File: config.mk
export PLATFORM = sky130hd
export DESIGN_NAME = text_console_char_writer
export DESIGN_NICKNAME = d
export VERILOG_FILES = /design/src/rtl/tccw_pkg.sv /design/src/rtl/text_console_char_writer.sv
export VERILOG_INCLUDE_DIRS = /design/src /design/src/rtl
export SDC_FILE = /design/constraint.sdc
export NUM_CORES = 1
export LEC_CHECK = 0
export BUFFER_PORTS_ARGS = -buffer_cell sky130_fd_sc_hd__buf_2
export CAP_MARGIN = 20
export CORE_MARGIN = 3
export CORE_UTILIZATION = 45
export CTS_CLUSTER_SIZE = 10
export DETAILED_ROUTE_END_ITERATION = 16
export PLACE_DENSITY = 0.76
export SLEW_MARGIN = 30
export SYNTH_ARGS = -nofsm -noshare
export SYNTH_HDL_FRONTEND = slang
export SYNTH_SLANG_ARGS = --single-unit
File: constraint.sdc
create_clock -name clock -period 5.2 [get_ports clock]
set_input_delay 0.78 -clock clock [delete_from_list [all_inputs] [get_ports clock]]
set_output_delay 0.78 -clock clock [all_outputs]
set_load 0.01 [all_outputs]
File: src/rtl/text_console_char_writer_macros.svh
// Assertion macros for the text console character writer.
// Expects clock and reset in the scope of the module that uses them.
`ifndef TEXT_CONSOLE_CHAR_WRITER_MACROS_SVH
`define TEXT_CONSOLE_CHAR_WRITER_MACROS_SVH

// Same-cycle implication, idle during reset
`define TCCW_ASSERT_NOW(label, ante, cons, msg) \
   label: assert property (@(posedge clock) disable iff (reset) (ante) |-> (cons)) \
      else $error(msg);

// Next-cycle implication, idle during reset
`define TCCW_ASSERT_NEXT(label, ante, cons, msg) \
   label: assert property (@(posedge clock) disable iff (reset) (ante) |=> (cons)) \
      else $error(msg);

`endif

File: src/rtl/tccw_pkg.sv
// Package for the text console character writer: request and response
// structs, state codes, character codes and saturating add. No dependencies.
package tccw_pkg;

   localparam int DEF_SCREEN_COLUMNS = 80;
   localparam int DEF_SCREEN_LINES   = 25;
   localparam int DEF_TAB_STEP       = 8;

   localparam logic [15:0] BLANK_CELL  = 16'h0020;
   localparam logic [15:0] LOC_STRIDE  = 16'd80;
   localparam logic [7:0]  CH_NEWLINE  = 8'd10;
   localparam logic [7:0]  CH_TAB      = 8'd9;
   localparam logic [7:0]  POS_MAX     = 8'hFF;

   typedef struct packed {
      logic       mode;
      logic [7:0] char_code;
      logic [7:0] color;
      logic [7:0] set_column;
      logic [7:0] set_row;
   } req_type;

   typedef struct packed {
      logic [15:0] cursor_location;
      logic [7:0]  cursor_column;
      logic [7:0]  cursor_row;
      logic        cell_written;
      logic [15:0] cell_index;
      logic [15:0] cell_value;
      logic        scrolled;
   } rsp_type;

   typedef enum logic [4:0] {
      ST_CLEAR  = 5'b00001,
      ST_IDLE   = 5'b00010,
      ST_SCROLL = 5'b00100,
      ST_BLANK  = 5'b01000,
      ST_DONE   = 5'b10000
   } state_type;

   function automatic logic [7:0] sat_add(input logic [7:0] a, input logic [7:0] b);
      logic [8:0] s;
      s = {1'b0, a} + {1'b0, b};
      return s[8] ? POS_MAX : s[7:0];
   endfunction

endpackage

File: src/rtl/text_console_char_writer.sv
// Text console character writer: cursor control and screen store.
// Depends on tccw_pkg and text_console_char_writer_macros.svh.
//
// Usage:
//  - req channel (req_valid/req_ready/req_data) takes one request at a time:
//    mode 0 prints char_code with color (newline and tab handled), mode 1
//    moves the cursor to set_column/set_row.
//  - rsp channel (rsp_valid/rsp_ready/rsp_data) returns one response per
//    request: cursor position, location and details of any cell write.
//  - A request without scroll goes from the response stage to the output
//    register once that is free; the next request waits until it has moved.
//  - A request that scrolls walks the cell memory (separate read and write
//    ports): one cell copy per cycle moves each row up by one, then the last
//    row is blanked, then the response stage.
//  - After reset a clearing pass fills all SCREEN_COLUMNS*SCREEN_LINES cells
//    (2000 by default) with blanks; req_ready stays low until it ends.
//  - Cursor resets to column 0, row 0. A response waiting on rsp_ready
//    does not block the next request; a second finished response holds in
//    the response stage until the output register frees up.
module text_console_char_writer
   import tccw_pkg::*;
#(
   parameter int SCREEN_COLUMNS = DEF_SCREEN_COLUMNS,
   parameter int SCREEN_LINES   = DEF_SCREEN_LINES,
   parameter int TAB_STEP       = DEF_TAB_STEP
) (
   input  logic    clock,
   input  logic    reset,
   input  logic    req_valid,
   output logic    req_ready,
   input  req_type req_data,
   output logic    rsp_valid,
   input  logic    rsp_ready,
   output rsp_type rsp_data
);

`include "text_console_char_writer_macros.svh"

   localparam int CELLS  = SCREEN_COLUMNS * SCREEN_LINES;
   localparam int AW     = $clog2(CELLS);
   localparam int COPY_N = (SCREEN_LINES - 1) * SCREEN_COLUMNS;

   localparam logic [AW-1:0] LAST_ADDR = AW'(CELLS - 1);
   localparam logic [AW-1:0] COPY_END  = AW'(COPY_N);
   localparam logic [AW-1:0] ROW_STEP  = AW'(SCREEN_COLUMNS);
   localparam logic [8:0]    COLS9     = 9'(SCREEN_COLUMNS);
   localparam logic [8:0]    LINES9    = 9'(SCREEN_LINES);
   localparam logic [7:0]    LAST_ROW  = 8'(SCREEN_LINES - 1);
   localparam logic [7:0]    TAB8      = 8'(TAB_STEP);
   localparam logic [15:0]   COLS16    = 16'(SCREEN_COLUMNS);

   state_type     state_ff, state_in;
   logic [AW-1:0] cnt_ff, cnt_in;
   logic [7:0]    col_ff, col_in;
   logic [7:0]    row_ff, row_in;
   rsp_type       res_ff, res_in;
   logic          rsp_valid_ff, rsp_valid_in;
   rsp_type       rsp_data_ff, rsp_data_in;

   logic [15:0]   cells [CELLS];
   logic [15:0]   rd_data_ff;
   logic          mem_we;
   logic [AW-1:0] mem_waddr;
   logic [AW-1:0] mem_raddr;
   logic [15:0]   mem_wdata;

   logic [7:0]    nx_col;
   logic [7:0]    nx_row;
   rsp_type       nx_res;
   logic          load;

   // Cursor update for one request
   always_comb begin
      logic [7:0]  c;
      logic [7:0]  r;
      logic        scr;
      logic        wr;
      logic [15:0] idx;
      c   = col_ff;
      r   = row_ff;
      scr = 1'b0;
      wr  = 1'b0;
      idx = '0;
      if (req_data.mode) begin
         c = req_data.set_column;
         r = req_data.set_row;
      end else if (req_data.char_code == CH_NEWLINE) begin
         c = '0;
         r = sat_add(r, 8'd1);
      end else if (req_data.char_code == CH_TAB) begin
         c = sat_add(c, TAB8);
      end else begin
         wr = 1'b1;
         if ({1'b0, c} >= COLS9) begin
            c = '0;
            r = sat_add(r, 8'd1);
         end
      end
      if (!req_data.mode && ({1'b0, r} >= LINES9)) begin
         scr = 1'b1;
         r   = LAST_ROW;
         c   = '0;
      end
      if (wr) begin
         idx = 16'(r) * COLS16 + 16'(c);
         c   = sat_add(c, 8'd1);
      end
      nx_col = c;
      nx_row = r;
      nx_res.cursor_location = 16'(r) * LOC_STRIDE + 16'(c);
      nx_res.cursor_column   = c;
      nx_res.cursor_row      = r;
      nx_res.cell_written    = wr;
      nx_res.cell_index      = idx;
      nx_res.cell_value      = wr ? {req_data.color, req_data.char_code} : 16'd0;
      nx_res.scrolled        = scr;
   end

   assign load = (state_ff == ST_DONE) && (!rsp_valid_ff || rsp_ready);

   always_comb begin
      state_in     = state_ff;
      cnt_in       = cnt_ff;
      col_in       = col_ff;
      row_in       = row_ff;
      res_in       = res_ff;
      mem_we       = 1'b0;
      mem_waddr    = cnt_ff;
      mem_wdata    = BLANK_CELL;
      mem_raddr    = cnt_ff + ROW_STEP;
      rsp_valid_in = (rsp_valid_ff && !rsp_ready) || load;
      rsp_data_in  = load ? res_ff : rsp_data_ff;
      case (state_ff)
         ST_CLEAR: begin
            mem_we = 1'b1;
            if (cnt_ff == LAST_ADDR) begin
               cnt_in   = '0;
               state_in = ST_IDLE;
            end else begin
               cnt_in = cnt_ff + 1'b1;
            end
         end
         ST_IDLE: begin
            if (req_valid) begin
               col_in   = nx_col;
               row_in   = nx_row;
               res_in   = nx_res;
               cnt_in   = '0;
               state_in = nx_res.scrolled ? ST_SCROLL : ST_DONE;
            end
         end
         ST_SCROLL: begin
            // read one row ahead, write back the cell read last cycle
            if (cnt_ff != '0) begin
               mem_we    = 1'b1;
               mem_waddr = cnt_ff - 1'b1;
               mem_wdata = rd_data_ff;
            end
            if (cnt_ff == COPY_END) begin
               state_in = ST_BLANK;
            end else begin
               cnt_in = cnt_ff + 1'b1;
            end
         end
         ST_BLANK: begin
            mem_we = 1'b1;
            if (cnt_ff == LAST_ADDR) begin
               cnt_in   = '0;
               state_in = ST_DONE;
            end else begin
               cnt_in = cnt_ff + 1'b1;
            end
         end
         ST_DONE: begin
            mem_we    = res_ff.cell_written;
            mem_waddr = res_ff.cell_index[AW-1:0];
            mem_wdata = res_ff.cell_value;
            if (load) begin
               state_in = ST_IDLE;
            end
         end
         default: begin
            cnt_in   = '0;
            state_in = ST_CLEAR;
         end
      endcase
   end

   always_ff @(posedge clock) begin
      if (mem_we) begin
         cells[mem_waddr] <= mem_wdata;
      end
      rd_data_ff <= cells[mem_raddr];
   end

   always_ff @(posedge clock) begin
      if (reset) begin
         state_ff     <= ST_CLEAR;
         cnt_ff       <= '0;
         col_ff       <= '0;
         row_ff       <= '0;
         rsp_valid_ff <= 1'b0;
      end else begin
         state_ff     <= state_in;
         cnt_ff       <= cnt_in;
         col_ff       <= col_in;
         row_ff       <= row_in;
         rsp_valid_ff <= rsp_valid_in;
      end
   end

   always_ff @(posedge clock) begin
      res_ff      <= res_in;
      rsp_data_ff <= rsp_data_in;
   end

   assign req_ready = (state_ff == ST_IDLE);
   assign rsp_valid = rsp_valid_ff;
   assign rsp_data  = rsp_data_ff;

   `TCCW_ASSERT_NOW(a_scroll_row, (state_ff == ST_DONE) && res_ff.scrolled, res_ff.cursor_row == LAST_ROW, "scrolled response not on last row")
   `TCCW_ASSERT_NOW(a_cell_on_screen, (state_ff == ST_DONE) && res_ff.cell_written, res_ff.cell_index < 16'(CELLS), "cell write off screen")
   `TCCW_ASSERT_NOW(a_copy_bound, state_ff == ST_SCROLL, cnt_ff <= COPY_END, "scroll copy past end")
   `TCCW_ASSERT_NEXT(a_accept_leaves_idle, req_valid && req_ready, state_ff != ST_IDLE, "request accepted without leaving idle")

endmodule

==> results.cfg <==
[timing]
fmax_mhz = 208
finalSetupViolCount = 0
tightest_slew_ns = 0.797
final-hold-violation-count = 0
finClkSkew_ns = 0.0131
timing.final.crit_share = 0.924
finalCriticalPeriod_ns = 4.80
rsz0062_at_grt = false
slew-limit-headroom = 0.468
drv_slew = 0

[routing]
drt-initial-drc-count = 414
drtPass1Iterations = 5
ant_nets = 0
route.detailed.drc = 0
routed_wl_um = 14900
via_per_inst = 5.21
wire_per_inst_um = 15.5
vias = 5013

[synth]
netlist_area_mm2 = 0.00725
synth_compound_area_frac = 0.106
synth_top_cells_by_area = edfxtp_1, dfxtp_1, ha_1
syn_avg_cell_area_um2 = 12.2
synthAdderAreaFrac = 0.0514
seq_area_frac_synth = 0.605
yosysUniqueCellTypes = 74
synthXorXnorAreaFrac = 0.0409
netlist_instances = 596
synth-seq-cells = 157
ys.flop_type = edfxtp_1
synth.area.mux_share = 0.00276
yosysTopAreaCellShare = 0.514
synth.largest_area_cell = edfxtp_1
synth_edf_count = 124
yosysWarningCount = 0
synth_top_family_by_area = simple AND/OR/NAND/NOR gates
synth-async-reset-ratio = 0
yosys.area_share.simple = 0.167

[worst_setup_path]
criticalPathCategory = in -> reg
worstSetupEndpointType = flip-flop
crit_chain = buf_2 -> nor4_4 -> buf_4 -> a311oi_4 -> nor4b_2 -> o31ai_1 -> a2111oi_4 -> o211ai_4 -> nand2_1 -> inv_2 -> nor2_1 -> ha_1 -> ha_1 -> a21o_1 -> a21oi_1 -> o21bai_1 -> a21oi_1 -> xnor2_1 -> and3_1 -> nand2_1 -> xnor2_1 -> nor2_1
rrSetupSlack_ns = 0.41
critPathCapture = res_ff[30]$_SDFFCE_PN0P_
reg2reg_depth = 21
cp-start-kind = input port
crit_required_ns = 5.37
cpPeakStageDelay_ns = 0.40
crit_start = req_data[29]
slowest_stage = a2111oi_4
crit_fanout = 7
critPathArrivalTime_ns = 4.97
r2r-start = row_ff[1]$_SDFFE_PP0P_
rr_endpoint = res_ff[31]$_SDFFCE_PN0P_

[min_path]
min_path_type = reg -> reg
min_from = res_ff[61]$_DFFE_PP_

[grt]
grt_max_degree = 63
grt_pass1_wl_um = 24600
grt_pass1_vias = 4967
antenna_found_initial = 0
grt_usage = 0.174
grt_overflow = 0

[clock_network]
insertion_delay_ns = 0.42
ctsResizeCount = 0
post_cts_buffers = 0
cts_tree = done
ctsHoldBuffers = 0
clock-root-buffer = clkbuf_16
h-tree-depth = 4
cts.sinks = 157
cts_buffers = 17
clk_pin_slew_worst_paths_ns = 0.07
cts_max_path_buffers = 2

[floorplan]
initial_core_util = 0.468
pin_count = 105
die_w_um = 133
dieArea_mm2 = 0.0177
coreArea_mm2 = 0.0155
rows = 45
die_y_um = 133

[final_layout]
final_cell_area_mm2 = 0.00883
area_growth_syn_to_layout_pct = 21.8
nFillCells = 1232
drive_above_1_share = 0.273
final_util = 0.570
fin_nets = 804
diodes = 0

[flow_run]
maxCapViolCount = 0

[power_and_ir_drop]
p_leak_nw = 3.33
power_density_mw_per_mm2 = 316
ir_worst_vdd_mv = 0.233

[placement]
dpl_cell_area_mm2 = 0.00825
gp_congestion = 0.933
dp_hpwl_um = 11000
io_buffers = 104

[status]
status = completed
cell type report:
type / instances / area [um2] / share of cell area
Clock inverter: 14 / 151 / 0.0171
Multi-Input combinational cell: 395 / 2680 / 0.304
Sequential cell: 157 / 4380 / 0.497
Tap cell: 211 / 264 / 0.0299
Timing Repair Buffer: 145 / 828 / 0.0938
Inverter: 23 / 87.6 / 0.00992
Clock buffer: 18 / 429 / 0.0486
cells in the mapped netlist, types with 3 or more instances:
| master | instances |
|---|---|
| buf_1 | 4 |
| a31oi_1 | 7 |
| or3_1 | 9 |
| xor2_1 | 17 |
| nand2_1 | 54 |
| nand3_1 | 16 |
| buf_4 | 4 |
| nand2b_1 | 9 |
| and2_1 | 18 |
| nor3b_1 | 3 |
| o22ai_1 | 4 |
| dfxtp_1 | 33 |
| clkbuf_1 | 12 |
| o21ai_0 | 14 |
| a211oi_1 | 5 |
| a21oi_1 | 29 |
| nor2_1 | 43 |
| a21o_1 | 6 |
| inv_1 | 21 |
| fa_1 | 3 |
| nand4_1 | 5 |
| nand3b_1 | 3 |
| and3_1 | 12 |
| ha_1 | 25 |
| o21bai_1 | 5 |
| a22o_1 | 4 |
| o21a_1 | 3 |
| xnor2_1 | 15 |
| nor2b_1 | 18 |
| nor3_1 | 20 |
| edfxtp_1 | 124 |
worst min-delay path by stage:
stage | slack [ns] | cells past startpoint | end
2_1_floorplan | 0.40 | 0 | rsp_data[0]$_DFFE_PP_
3_3_place_gp | 0.40 | 0 | rsp_data[11]$_DFFE_PP_
3_5_place_dp | 0.40 | 0 | rsp_data[19]$_DFFE_PP_
4_1_cts | 0.42 | 0 | rsp_data[61]$_DFFE_PP_
5_1_grt | 0.42 | 0 | rsp_data[16]$_DFFE_PP_
6_report | 0.42 | 0 | rsp_data[61]$_DFFE_PP_
report_power, final:
part           internal [mW]  switching, mW  leakage (nW)
sequential              1.35        0.00215          1.32
clock                  0.679          0.527         0.283
combinational          0.104          0.128          1.72
total                   2.13          0.657          3.33
layer usage:
metal	routed length, um	part of all wire	vias to the layer above	GRT usage
met1	6630	0.44	2361	0.221
met4	285	0.019	0	0.0647
met3	837	0.056	24	0.0449
li1	-	-	2475	-
met5	0	0	-	0
met2	7170	0.48	153	0.286
state kept, by name (all words and copies together) (netlist names):
register / cells
rsp_data: 62
cnt_ff: 11
rsp_valid: 1
col_ff: 8
state_ff: 5
row_ff: 8
res_ff: 62
worst max-delay path, delay by kind of cell:
| kind | cells | cell delay (ns) |
|---|---|---|
| AND/OR/NAND/NOR | 7 | 1.36 |
| XOR/XNOR | 2 | 0.31 |
| adder cells (fa/ha/maj) | 2 | 0.64 |
| buffers and inverters | 3 | 0.37 |
| AO/OA/AOI/OAI | 8 | 1.51 |
stage by stage:
| step | std cells | TNS [ns] | hold WS (ns) | total power [mW] | worst slack, ns |
|---|---|---|---|---|---|
| 4_1_cts | 963 | 0 | 0.416 | 2.82 | 0.373 |
| 5_1_grt | 963 | 0 | 0.423 | 2.90 | 0.0168 |
| 3_3_place_gp | 931 | 0 | 0.401 | 1.60 | 0.0614 |
| 2_1_floorplan | 597 | 0 | 0.400 | 1.52 | 0.139 |
| 3_5_place_dp | 931 | -0.109 | 0.405 | 1.61 | -0.0610 |
| 6_report | 963 | 0 | 0.415 | 2.79 | 0.396 |
logic make-up after synthesis:
group / count (synthesis)
flops: 157
compound gates: 103
fa+ha+maj: 28
mux: 2
simple gates: 227
buf+inv: 45
other cells: 1
xor+xnor: 33
placed cells by master, fill, tap and decap left out, types with 5 or more instances in the layout:
cell       count
nor3_1        20
clkbuf_16     17
a21o_1         6
edfxtp_1     124
dfxtp_1       33
buf_2        104
inv_1         21
o21ai_0       14
buf_4         41
inv_6          6
a211oi_1       5
and3_1        11
a31oi_1        7
a21oi_1       29
nor2_1        43
nand2_1       54
or3_1          9
nand2b_1       9
ha_1          25
xor2_1        17
nand4_1        5
nand3_1       16
and2_1        18
nor2b_1       18
xnor2_1       15
o21bai_1       5
(Power assumes the default switching activity.)
